$ cat config.mk
export PLATFORM = sky130hd
export DESIGN_NAME = stable_price_sorter
export DESIGN_NICKNAME = d
export VERILOG_FILES = /design/src/hw/rtl/sps_pkg.sv /design/src/hw/rtl/sps_store.sv /design/src/hw/rtl/sps_select.sv /design/src/hw/rtl/stable_price_sorter.sv
export VERILOG_INCLUDE_DIRS = /design/src /design/src/hw/rtl
export SDC_FILE = /design/constraint.sdc
export NUM_CORES = 2
export LEC_CHECK = 0
export BUFFER_PORTS_ARGS = -buffer_cell sky130_fd_sc_hd__buf_4
export CAP_MARGIN = 15
export CORE_ASPECT_RATIO = 1.4
export CORE_UTILIZATION = 57
export DETAILED_ROUTE_END_ITERATION = 16
export PLACE_DENSITY_LB_ADDON = 0.25
export SYNTH_ARGS = -nofsm -noshare
export SYNTH_HDL_FRONTEND = slang
export SYNTH_SLANG_ARGS = --single-unit
$ cat constraint.sdc
create_clock -name aclk -period 4.15 [get_ports aclk]
set_clock_uncertainty 0.2 [all_clocks]
set_input_delay 0.83 -clock aclk [delete_from_list [all_inputs] [get_ports aclk]]
set_output_delay 0.83 -clock aclk [all_outputs]
set_load 0.03 [all_outputs]
$ cat src/hw/rtl/stable_price_sorter_assert.svh
// Assertion macros for the stable price sorter.
// Used by the top level; expects aclk and aresetn in scope.
`ifndef STABLE_PRICE_SORTER_ASSERT_SVH
`define STABLE_PRICE_SORTER_ASSERT_SVH

// same-cycle check: ante implies cons
`define SPS_CHECK(label, ante, cons, msg) \
    label: assert property (@(posedge aclk) disable iff (!aresetn) (ante) |-> (cons)) \
        else $error(msg);

// next-cycle check: ante implies cons
`define SPS_NEXT(label, ante, cons, msg) \
    label: assert property (@(posedge aclk) disable iff (!aresetn) (ante) |=> (cons)) \
        else $error(msg);

`endif

$ cat src/hw/rtl/sps_pkg.sv
// Shared types and constants for the stable price sorter.
// No dependencies.
package sps_pkg;

    localparam int ID_BITS    = 8;
    localparam int KIND_BITS  = 2;
    localparam int PRICE_BITS = 16;

    // pass-through part of a record
    typedef struct packed {
        logic [ID_BITS-1:0]   id;
        logic [KIND_BITS-1:0] kind;
    } meta_t;

endpackage

$ cat src/hw/rtl/sps_store.sv
// Record memory and taken-mark memory, one write and one registered read port.
// Depends on sps_pkg.
module sps_store #(
    parameter int DEPTH    = 64,
    parameter int KEY_BITS = 16,
    parameter int IDX_W    = 6
) (
    input  logic                aclk,
    input  logic                rec_we,
    input  logic                tk_we,
    input  logic [IDX_W-1:0]    waddr,
    input  sps_pkg::meta_t      wmeta,
    input  logic [KEY_BITS-1:0] wprice,
    input  logic                tk_wdata,
    input  logic [IDX_W-1:0]    raddr,
    output sps_pkg::meta_t      rmeta,
    output logic [KEY_BITS-1:0] rprice,
    output logic                rtaken
);
    import sps_pkg::*;

    meta_t               meta_mem  [DEPTH];
    logic [KEY_BITS-1:0] price_mem [DEPTH];
    logic                taken_mem [DEPTH];

    meta_t               rmeta_reg;
    logic [KEY_BITS-1:0] rprice_reg;
    logic                rtaken_reg;

    always_ff @(posedge aclk) begin
        if (rec_we) begin
            meta_mem[waddr]  <= wmeta;
            price_mem[waddr] <= wprice;
        end
        rmeta_reg  <= meta_mem[raddr];
        rprice_reg <= price_mem[raddr];
    end

    always_ff @(posedge aclk) begin
        if (tk_we) begin
            taken_mem[waddr] <= tk_wdata;
        end
        rtaken_reg <= taken_mem[raddr];
    end

    assign rmeta  = rmeta_reg;
    assign rprice = rprice_reg;
    assign rtaken = rtaken_reg;

endmodule

$ cat src/hw/rtl/sps_select.sv
// Shared compare unit: keeps the cheapest untaken record seen in a scan.
// Depends on sps_pkg.
module sps_select #(
    parameter int KEY_BITS = 16,
    parameter int IDX_W    = 6
) (
    input  logic                aclk,
    input  logic                aresetn,
    input  logic                clr,
    input  logic                smp_valid,
    input  logic                smp_taken,
    input  logic [KEY_BITS-1:0] smp_price,
    input  sps_pkg::meta_t      smp_meta,
    input  logic [IDX_W-1:0]    smp_idx,
    output logic [KEY_BITS-1:0] best_price,
    output sps_pkg::meta_t      best_meta,
    output logic [IDX_W-1:0]    best_idx
);
    import sps_pkg::*;

    logic                found_reg;
    logic [KEY_BITS-1:0] price_reg;
    meta_t               meta_reg;
    logic [IDX_W-1:0]    idx_reg;
    logic                take;

    // strict less-than: earlier index keeps a tie
    assign take = smp_valid && !smp_taken && (!found_reg || (smp_price < price_reg));

    always_ff @(posedge aclk) begin
        if (!aresetn) begin
            found_reg <= 1'b0;
        end else if (clr) begin
            found_reg <= 1'b0;
        end else if (take) begin
            found_reg <= 1'b1;
        end
    end

    always_ff @(posedge aclk) begin
        if (take && !clr) begin
            price_reg <= smp_price;
            meta_reg  <= smp_meta;
            idx_reg   <= smp_idx;
        end
    end

    assign best_price = price_reg;
    assign best_meta  = meta_reg;
    assign best_idx   = idx_reg;

endmodule

$ cat src/hw/rtl/stable_price_sorter.sv
// Stable selection sorter. Load: one item per cycle, no result unless last_entry.
// Sort of n stored records: each result takes one full scan of the n entries plus
// any output stall; the single record-memory read port bounds the scan, one entry
// compared per cycle. s_ready is low while sorting.
// Reset (aresetn low, synchronous) empties the batch and clears the output valid.
`include "stable_price_sorter_assert.svh"

module stable_price_sorter #(
    parameter int MAX_ENTRIES = 64,
    parameter int KEY_BITS    = 16
) (
    input  logic                             aclk,
    input  logic                             aresetn,
    // input channel: one record per item
    input  logic                             s_valid,
    output logic                             s_ready,
    input  logic [sps_pkg::ID_BITS-1:0]      s_dish_id,
    input  logic [sps_pkg::KIND_BITS-1:0]    s_dish_kind,
    input  logic [sps_pkg::PRICE_BITS-1:0]   s_price,
    input  logic                             s_last_entry,
    // result channel: sorted records
    output logic                             m_valid,
    input  logic                             m_ready,
    output logic [sps_pkg::ID_BITS-1:0]      m_out_id,
    output logic [sps_pkg::KIND_BITS-1:0]    m_out_kind,
    output logic [sps_pkg::PRICE_BITS-1:0]   m_out_price,
    output logic                             m_end_of_list,
    output logic                             m_overflow
);
    import sps_pkg::*;

    localparam int IDX_W = (MAX_ENTRIES > 1) ? $clog2(MAX_ENTRIES) : 1;
    localparam int CNT_W = $clog2(MAX_ENTRIES + 1);

    // sequencer states
    localparam logic [2:0] S_LOAD = 3'd0;  // taking records
    localparam logic [2:0] S_SCAN = 3'd1;  // issuing reads 0..n-1
    localparam logic [2:0] S_LAST = 3'd2;  // last read compared
    localparam logic [2:0] S_PICK = 3'd3;  // mark winner, load output
    localparam logic [2:0] S_EMIT = 3'd4;  // wait for result taken

    logic [2:0]       state_reg, state_next;
    logic [CNT_W-1:0] count_reg, count_next;
    logic             dropped_reg, dropped_next;
    logic [IDX_W-1:0] j_reg, j_next;       // scan read address
    logic [IDX_W-1:0] k_reg, k_next;       // result number in batch
    logic             rd_vld_reg;          // marks the read data valid
    logic [IDX_W-1:0] rd_idx_reg;          // address behind the read data

    logic                m_valid_reg, m_valid_next;
    meta_t               out_meta_reg;
    logic [KEY_BITS-1:0] out_price_reg;
    logic                out_eol_reg;
    logic                out_ovf_reg;

    // memory hookup
    logic                rec_we, tk_we, tk_wdata;
    logic [IDX_W-1:0]    waddr;
    meta_t               wmeta;
    logic [KEY_BITS-1:0] wprice;
    meta_t               rmeta;
    logic [KEY_BITS-1:0] rprice;
    logic                rtaken;

    // selector hookup
    logic                sel_clr;
    logic [KEY_BITS-1:0] best_price;
    meta_t               best_meta;
    logic [IDX_W-1:0]    best_idx;

    logic in_fire, out_fire, has_room, last_read, last_result;

    assign s_ready  = (state_reg == S_LOAD);
    assign in_fire  = s_valid && s_ready;
    assign out_fire = m_valid_reg && m_ready;
    assign has_room = (count_reg < CNT_W'(MAX_ENTRIES));

    // count is never zero once sorting starts
    assign last_read   = (CNT_W'(j_reg) == (count_reg - CNT_W'(1)));
    assign last_result = (CNT_W'(k_reg) == (count_reg - CNT_W'(1)));

    assign wmeta.id   = s_dish_id;
    assign wmeta.kind = s_dish_kind;
    assign wprice     = KEY_BITS'(s_price);

    // load writes a record and clears its taken mark; pick sets the winner's mark
    always_comb begin
        rec_we   = 1'b0;
        tk_we    = 1'b0;
        tk_wdata = 1'b0;
        waddr    = count_reg[IDX_W-1:0];
        if (state_reg == S_LOAD) begin
            rec_we = in_fire && has_room;
            tk_we  = in_fire && has_room;
        end else if (state_reg == S_PICK) begin
            tk_we    = 1'b1;
            tk_wdata = 1'b1;
            waddr    = best_idx;
        end
    end

    // fresh scan starts whenever address 0 is issued
    assign sel_clr = (state_reg == S_SCAN) && (j_reg == '0);

    always_comb begin
        state_next   = state_reg;
        count_next   = count_reg;
        dropped_next = dropped_reg;
        j_next       = j_reg;
        k_next       = k_reg;
        m_valid_next = m_valid_reg;
        case (state_reg)
            S_LOAD: begin
                if (in_fire) begin
                    if (has_room) begin
                        count_next = count_reg + CNT_W'(1);
                    end else begin
                        dropped_next = 1'b1;
                    end
                    if (s_last_entry) begin
                        state_next = S_SCAN;
                        j_next     = '0;
                        k_next     = '0;
                    end
                end
            end
            S_SCAN: begin
                if (last_read) begin
                    state_next = S_LAST;
                end else begin
                    j_next = j_reg + IDX_W'(1);
                end
            end
            S_LAST: begin
                state_next = S_PICK;
            end
            S_PICK: begin
                m_valid_next = 1'b1;
                state_next   = S_EMIT;
            end
            S_EMIT: begin
                if (out_fire) begin
                    m_valid_next = 1'b0;
                    if (out_eol_reg) begin
                        // batch done: empty it
                        state_next   = S_LOAD;
                        count_next   = '0;
                        dropped_next = 1'b0;
                    end else begin
                        state_next = S_SCAN;
                        j_next     = '0;
                        k_next     = k_reg + IDX_W'(1);
                    end
                end
            end
            default: begin
                state_next   = S_LOAD;
                m_valid_next = 1'b0;
            end
        endcase
    end

    always_ff @(posedge aclk) begin
        if (!aresetn) begin
            state_reg   <= S_LOAD;
            count_reg   <= '0;
            dropped_reg <= 1'b0;
            j_reg       <= '0;
            k_reg       <= '0;
            rd_vld_reg  <= 1'b0;
            m_valid_reg <= 1'b0;
        end else begin
            state_reg   <= state_next;
            count_reg   <= count_next;
            dropped_reg <= dropped_next;
            j_reg       <= j_next;
            k_reg       <= k_next;
            rd_vld_reg  <= (state_reg == S_SCAN);
            m_valid_reg <= m_valid_next;
        end
    end

    always_ff @(posedge aclk) begin
        rd_idx_reg <= j_reg;
        if (state_reg == S_PICK) begin
            out_meta_reg  <= best_meta;
            out_price_reg <= best_price;
            out_eol_reg   <= last_result;
            out_ovf_reg   <= dropped_reg;
        end
    end

    sps_store #(
        .DEPTH    (MAX_ENTRIES),
        .KEY_BITS (KEY_BITS),
        .IDX_W    (IDX_W)
    ) u_store (
        .aclk     (aclk),
        .rec_we   (rec_we),
        .tk_we    (tk_we),
        .waddr    (waddr),
        .wmeta    (wmeta),
        .wprice   (wprice),
        .tk_wdata (tk_wdata),
        .raddr    (j_reg),
        .rmeta    (rmeta),
        .rprice   (rprice),
        .rtaken   (rtaken)
    );

    sps_select #(
        .KEY_BITS (KEY_BITS),
        .IDX_W    (IDX_W)
    ) u_select (
        .aclk       (aclk),
        .aresetn    (aresetn),
        .clr        (sel_clr),
        .smp_valid  (rd_vld_reg),
        .smp_taken  (rtaken),
        .smp_price  (rprice),
        .smp_meta   (rmeta),
        .smp_idx    (rd_idx_reg),
        .best_price (best_price),
        .best_meta  (best_meta),
        .best_idx   (best_idx)
    );

    assign m_valid       = m_valid_reg;
    assign m_out_id      = out_meta_reg.id;
    assign m_out_kind    = out_meta_reg.kind;
    assign m_out_price   = PRICE_BITS'(out_price_reg);
    assign m_end_of_list = out_eol_reg;
    assign m_overflow    = out_ovf_reg;

    // loading and emitting never overlap
    `SPS_CHECK(a_no_overlap, s_ready, !m_valid_reg, "input ready while a result is pending")
    // fill count stays within capacity
    `SPS_CHECK(a_count_cap, 1'b1, count_reg <= CNT_W'(MAX_ENTRIES), "entry count past capacity")
    // a sort only runs on a non-empty batch
    `SPS_CHECK(a_scan_nonempty, state_reg != S_LOAD, count_reg != '0, "sort started on empty batch")
    // taking the final result reopens the input
    `SPS_NEXT(a_eol_reopen, out_fire && out_eol_reg, s_ready && count_reg == '0,
              "batch not emptied after final result")

endmodule

After elaboration in Yosys (flattened, before gate mapping)

Memories as Yosys holds them, arrays and structs flattened. A register that Yosys moved wholly into a read port is not among the register bits.
Cells that the tools add are included.

Register bits: 92
RAM bits: 1,728
Input port bits: 31
Output and inout port bits: 30
Logic and storage cells: 104
Memories: 3

Add/subtract/negate cells: 4
Order comparisons: 2
Equality and inequality tests: 15
Multiplexer cells: 37
Bitwise gates (word level): 2
Reductions and logical operators: 23

Memories:

| name              | depth | bits a word | read ports | clocked after Yosys merged registers in | write ports | RTL line        | source |
|---|---|---|---|---|---|---|---|
| u_store.price_mem | 64    | 16          | 1          | 1                                       | 1           | sps_store.sv:23 | `logic [KEY_BITS-1:0] price_mem [DEPTH];` |
| u_store.meta_mem  | 64    | 10          | 1          | 1                                       | 1           | sps_store.sv:22 | `meta_t meta_mem [DEPTH];` |
| u_store.taken_mem | 64    | 1           | 1          | 1                                       | 1           | sps_store.sv:24 | `logic taken_mem [DEPTH];` |

Operator list:

| operator                                                           | number |
|---|---|
| 6-bit two-way mux                                                  | 9 |
| 7-bit two-way mux                                                  | 4 |
| 6-bit one-hot mux with 3 select lines                              | 1 |
| 16-bit < comparator                                                | 1 |
| 3-bit one-hot mux with 5 select lines                              | 1 |
| 5-bit AND reduction                                                | 3 |
| 6-bit by 7-bit == test with 1-bit output                           | 2 |
| 1-bit two-way mux                                                  | 14 |
| 7-bit one-hot mux with 2 select lines                              | 1 |
| 6-bit by 1-bit adder with 6-bit output, second input constant      | 2 |
| 3-bit two-way mux                                                  | 4 |
| 2-bit != test, second input constant                               | 6 |
| 6-bit one-hot mux with 2 select lines                              | 1 |
| 7-bit by 1-bit adder with 7-bit output, second input constant      | 1 |
| 1-bit logical AND                                                  | 7 |
| 7-bit < comparator, second input constant                          | 1 |
| 7-bit by 1-bit subtractor with 7-bit output, second input constant | 1 |
| 3-bit by 2-bit == test with 1-bit output, second input constant    | 2 |
| 6-bit logical NOT                                                  | 1 |
| 2-bit by 1-bit != test with 1-bit output, second input constant    | 3 |
| 6-bit AND reduction                                                | 1 |
| 4-bit AND reduction                                                | 1 |
| 3-bit by 1-bit == test with 1-bit output, second input constant    | 1 |
| 3-bit == test, second input constant                               | 1 |
| other kinds (11)                                                   | 14 |

Depth between registers and ports, before layout

Depth in word-level cells: 6
Gate-level depth with buffers: 10

Hierarchy

Synthesis repeated with hierarchy kept, for this count alone.

Cells, all modules: 3,448
Area total of the unflattened synthesis: 70,754.1 um^2

Modules (own cells, without submodules):

| module              | times used | cells each | area an instance (um^2) | sequential area each (um^2) |
|---|---|---|---|---|
| sps_store           | 1          | 3,112      | 66,736.5                | 52,430.3 |
| stable_price_sorter | 1          | 245        | 2,613.8                 | 1,461.4 |
| sps_select          | 1          | 91         | 1,403.8                 | 980.9 |

Worst setup path after synthesis

No wires, ideal clock.

Path kind: reg-to-reg
Start: register u_select.price_reg[9] (netlist: u_select.best_price[9])
End: register u_select.idx_reg[0] (netlist: u_select.best_idx[0]), enable pin
Arrival: 3.290 ns
Data required time: 3.510 ns
Path slack: 0.220 ns
Cell stages (with the launch flop): 9
Clock period less this slack: 3.930 ns
Cells stage by stage: edfxtp_1 -> inv_1 -> ha_1 -> a21o_1 -> a21o_1 -> a2111oi_0 -> o31a_1 -> o21ai_0 -> a41oi_1

Longest elaborated chain between the ends: 4

Ends and longest elaborated chain:

| what                   | RTL line         | source |
|---|---|---|
| from (decl)            | sps_select.sv:22 | `logic [KEY_BITS-1:0] price_reg;` |
| from (signal assigned) | sps_select.sv:42 | `price_reg <= smp_price;` |
| 16-bit < comparator    | sps_select.sv:28 | `assign take = smp_valid && !smp_taken && (!found_reg \|\| (smp_price < price_reg));` |
| 1-bit logical OR       | sps_select.sv:28 |  |
| 1-bit logical AND      | sps_select.sv:28 |  |
| 1-bit logical AND      | sps_select.sv:41 | `if (take && !clr) begin` |
| to (signal assigned)   | sps_select.sv:44 | `idx_reg <= smp_idx;` |
| to (decl)              | sps_select.sv:24 | `logic [IDX_W-1:0] idx_reg;` |

No other way between the ends.
A chain may end at the register's enable or synchronous reset.

Final worst setup path

Start: register state_reg[2]
End: memory u_store.meta_mem[62][7] in the netlist's numbering, enable pin

Longest elaborated chain between the ends: 6

Ends and longest elaborated chain:

| what                                    | RTL line                                             | source |
|---|---|---|
| from (decl)                             | stable_price_sorter.sv:42                            | `logic [2:0] state_reg, state_next;` |
| from (signal assigned)                  | stable_price_sorter.sv:173                           | `state_reg <= state_next;` |
| 3-bit logical NOT                       | stable_price_sorter.sv:73, stable_price_sorter.sv:92 |  |
| 1-bit logical AND                       | stable_price_sorter.sv:74                            | `assign in_fire = s_valid && s_ready;` |
| 1-bit logical AND                       | stable_price_sorter.sv:93                            | `rec_we = in_fire && has_room;` |
| 1-bit two-way mux                       | stable_price_sorter.sv:92                            | `if (state_reg == S_LOAD) begin` |
| 1-bit two-way mux                       | sps_store.sv:31                                      | `if (rec_we) begin` |
| 1-bit two-way mux (not written as such) | sps_store.sv:32                                      | `meta_mem[waddr] <= wmeta;` |
| to (decl)                               | sps_store.sv:22                                      |  |

Several ways; a longest one is shown, not always the timed one.

==> results.py <==
metrics = {
    "timing": {
        "slew-limit-headroom_pct": 26.8,
        "hold_violations": 0,
        "worstMarginPinSlew_ns": 1.10,
        "fmaxAchievable_ghz": 0.269,
        "timing.final.setup_violations": 0,
        "fin_tns_setup_ns": 0,
        "timing_max_transition_violations_final": 0,
        "rsz0062_at_grt": "false",
        "period_needed_ns": 3.71,
        "layout_worst_path_cycle_share_pct": 89.5,
    },
    "clock_network": {
        "clock_insertion_delay_worst_skew_ns": 0.79,
        "ctsRootBufferMaster": "sky130_fd_sc_hd__clkbuf_16",
        "clk_path_buf_depth": 3,
        "cts_sinks": 1847,
        "cts.repair.resized": 0,
        "clk_pin_slew_ns": 0.06,
        "clock_tree.htree_level_count": 4,
        "number_of_buffers_inserted_by_hold_repair_at_cts": 0,
        "post-cts-setup-buffers": 0,
        "tritoncts.num_buffers": 163,
        "cts_tree": "done",
    },
    "logic_synthesis": {
        "count_of_flip_flops_with_a_built_in_enable_after_synthesis": 1788,
        "number_of_cells_produced_by_synthesis": 3196,
        "synth-compound-area-share_pct": 2.05,
        "synth.cell_area_sq_um": 70800,
        "synth_async_sr_flop_share_pct": 0,
        "postSynthNetCount": 3247,
        "multiplexer_area_fraction_after_synthesis_pct": 16.2,
        "synth_seq_area_share_pct": 77.5,
        "yosys.area_share.simple_pct": 2.20,
        "syn_area_per_cell_sq_um": 22.2,
        "post_synthesis_xor_xnor_area_fraction_pct": 0.341,
        "synth_cell_type_count": 62,
        "synthAdderAreaFrac_pct": 0.353,
        "ys_dominant_reg_cell": "sky130_fd_sc_hd__edfxtp_1",
        "postSynthRegisterBits": 1847,
        "yosys_warnings": 0,
        "synth_top_family_by_area": "multiplexers",
    },
    "floorplanning": {
        "die_area_sq_um": 126000,
        "row_count": 152,
        "area_of_the_placeable_core_sq_um": 123000,
        "die_w_um": 300,
        "start_util_pct": 57.6,
        "io_pins": 61,
        "fp.dieH_um": 419,
    },
    "final_layout": {
        "design.final.nets": 3458,
        "top_register": "u_store.price_mem",
        "regs_by_ff_count": "u_store.price_mem (1024), u_store.meta_mem (640), u_store.taken_mem (64)",
        "fill_cells": 7777,
        "post_layout_nonfiller_instances": 5158,
        "most-common-layout-cells": "1,788 x sky130_fd_sc_hd__edfxtp_1, 475 x sky130_fd_sc_hd__mux4_2, 189 x sky130_fd_sc_hd__buf_4, 173 x sky130_fd_sc_hd__clkbuf_16, 105 x sky130_fd_sc_hd__nor2_1",
        "areaGrowthSynthToFinish_pct": 12.6,
        "largest_register_ffs": 1024,
        "drive_above_1_share_pct": 28.7,
        "most_common_cell_after_layout_fill_and_taps_aside": "sky130_fd_sc_hd__edfxtp_1",
    },
    "placement": {
        "placed_cells_incl_taps": 4859,
        "half_perimeter_wire_length_after_placement_um": 101000,
        "gpl.final_weighted_congestion": 0.906,
        "count_of_input_and_output_buffers": 60,
    },
    "run_status": {
        "run_status": "finished clean",
    },
    "hold_path": {
        "hold_path.class": "input port to register",
        "hold_start": "aresetn",
    },
    "route": {
        "detailroute.via_count": 34200,
        "route.detailed.wl_per_inst_um": 33.7,
        "firstDrtPassIters": 6,
        "post-route-drc-count": 0,
        "ant_nets": 0,
        "via_per_inst": 6.64,
        "drtIter0Drc": 4622,
        "totalWireLength_um": 174000,
    },
    "setup_path": {
        "r2r_start": "state_reg[2]$_SDFFE_PN0P_",
        "worst_path_dominant_cell_family": "simple AND/OR/NAND/NOR gates",
        "crit_path_max_incr_delay_ns": 0.87,
        "worst_setup_path_end_kind": "register",
        "crit_fanout": 26,
        "critical_path.slowest_cell": "sky130_fd_sc_hd__nor2_4",
        "critical_path.n_buffers_inverters": 1,
        "timing.critical_path.from": "state_reg[2]$_SDFFE_PN0P_",
        "critical_path.cell_chain": "nand3b_4 > inv_1 > nor2_1 > a21o_1 > nand2_1 > or2_2 > nor2_4",
        "required_time_of_the_worst_setup_path_ns": 4.34,
        "timing.critical_path.arrival_ns": 3.91,
        "worst_setup_path_category": "register to register",
        "critical_path.startpoint_type": "register",
    },
    "global_route": {
        "grt_antenna_before_repair": 9,
        "first_pass_grt_wire_length_um": 250000,
        "grt_pass1_vias": 35200,
        "grt_util_all_layers_pct": 28.3,
        "globalRouteOverflowTotal": 0,
        "grt_start_max_net_pins": 106,
    },
    "pwr": {
        "total_leakage_power_nw": 24.8,
        "peakVddDrop_uv": 357,
        "p_per_area_nw_per_um2": 473,
    },
    "run": {
        "maxCapViolations": 0,
    },
}
==> synthesized netlist by cell type, types with 18 or more instances <==
master	number	area share, %
sky130_fd_sc_hd__mux2i_1	74	1.0
sky130_fd_sc_hd__nor2_1	170	0.90
sky130_fd_sc_hd__buf_4	31	0.33
sky130_fd_sc_hd__a22oi_1	21	0.22
sky130_fd_sc_hd__buf_2	34	0.24
sky130_fd_sc_hd__nand2_1	77	0.41
sky130_fd_sc_hd__clkbuf_1	68	0.36
sky130_fd_sc_hd__nand3_1	18	0.13
sky130_fd_sc_hd__o21ai_0	28	0.20
sky130_fd_sc_hd__inv_1	24	0.13
sky130_fd_sc_hd__a211oi_1	31	0.33
sky130_fd_sc_hd__o22ai_1	25	0.22
sky130_fd_sc_hd__mux4_2	475	15
sky130_fd_sc_hd__ha_1	20	0.35
sky130_fd_sc_hd__o221ai_1	19	0.24
sky130_fd_sc_hd__buf_1	28	0.15
sky130_fd_sc_hd__a21oi_1	42	0.30
sky130_fd_sc_hd__edfxtp_1	1788	76
sky130_fd_sc_hd__dfxtp_1	59	1.7
==> through the flow <==
step	cell area, sq um	hold WS (ns)	utilization, %	power (mW)	setup slack [ns]
floorplan	70800	0.150	-	21.9	0.220
global placement	74300	0.186	60.5	22.7	0.568
CTS	79700	0.118	64.9	37.9	0.439
finish	79700	0.168	64.9	37.7	0.436
detailed placement	74300	0.191	60.5	22.7	0.466
global route	79700	0.149	64.9	38.6	0.264
==> kinds of logic after synthesis <==
| group | Yosys count |
|---|---|
| DFF | 1847 |
| AOI/OAI and AO/OA | 216 |
| muxes | 549 |
| buffers and inverters | 197 |
| xor gates and xnor gates | 26 |
| and+or+nand+nor | 341 |
| adders and majority gates | 20 |
==> area by class of cell <==
cell class / instances / area, sq um / share of cell area [%]
timing repair buffer: 218 / 2000 / 2.51
sequential: 1847 / 54900 / 68.9
antenna: 1 / 2.50 / 0.00314
clock buffer: 213 / 4490 / 5.63
tap: 1617 / 2020 / 2.54
multi-input combinational: 1152 / 15300 / 19.2
clock inverter: 85 / 908 / 1.14
inverter: 25 / 96.3 / 0.121
==> report_power, final <==
group	total, mW	switching [mW]	internal [mW]
logic	1.71	1.05	0.653
clock network	15.4	6.59	8.81
registers	20.6	0.0714	20.5
total	37.7	7.72	30.0
==> worst paths after layout <==
path | endpoint | slack (ns) | depth (start not counted)
setup / recovery | u_store.meta_mem[62][7]$_DFFE_PP_ | 0.44 | 7
hold / removal | state_reg[0]$_SDFFE_PN0P_ | 0.17 | 2
setup reg to reg | u_store.meta_mem[62][7]$_DFFE_PP_ | 0.44 | 7
hold reg to reg | u_select.best_idx[1]$_DFFE_PP_ | 0.21 | 0
==> routing by layer <==
metal / track usage [%] / up-vias / routed length, um
li1: - / 13800 / -
met1: 37.1 / 18100 / 62900
met2: 46.6 / 1959 / 87800
met3: 4.75 / 342 / 13900
met4: 13.6 / 0 / 9230
met5: 0 / - / 0
Note: power is estimated with default switching activity, not from simulation.
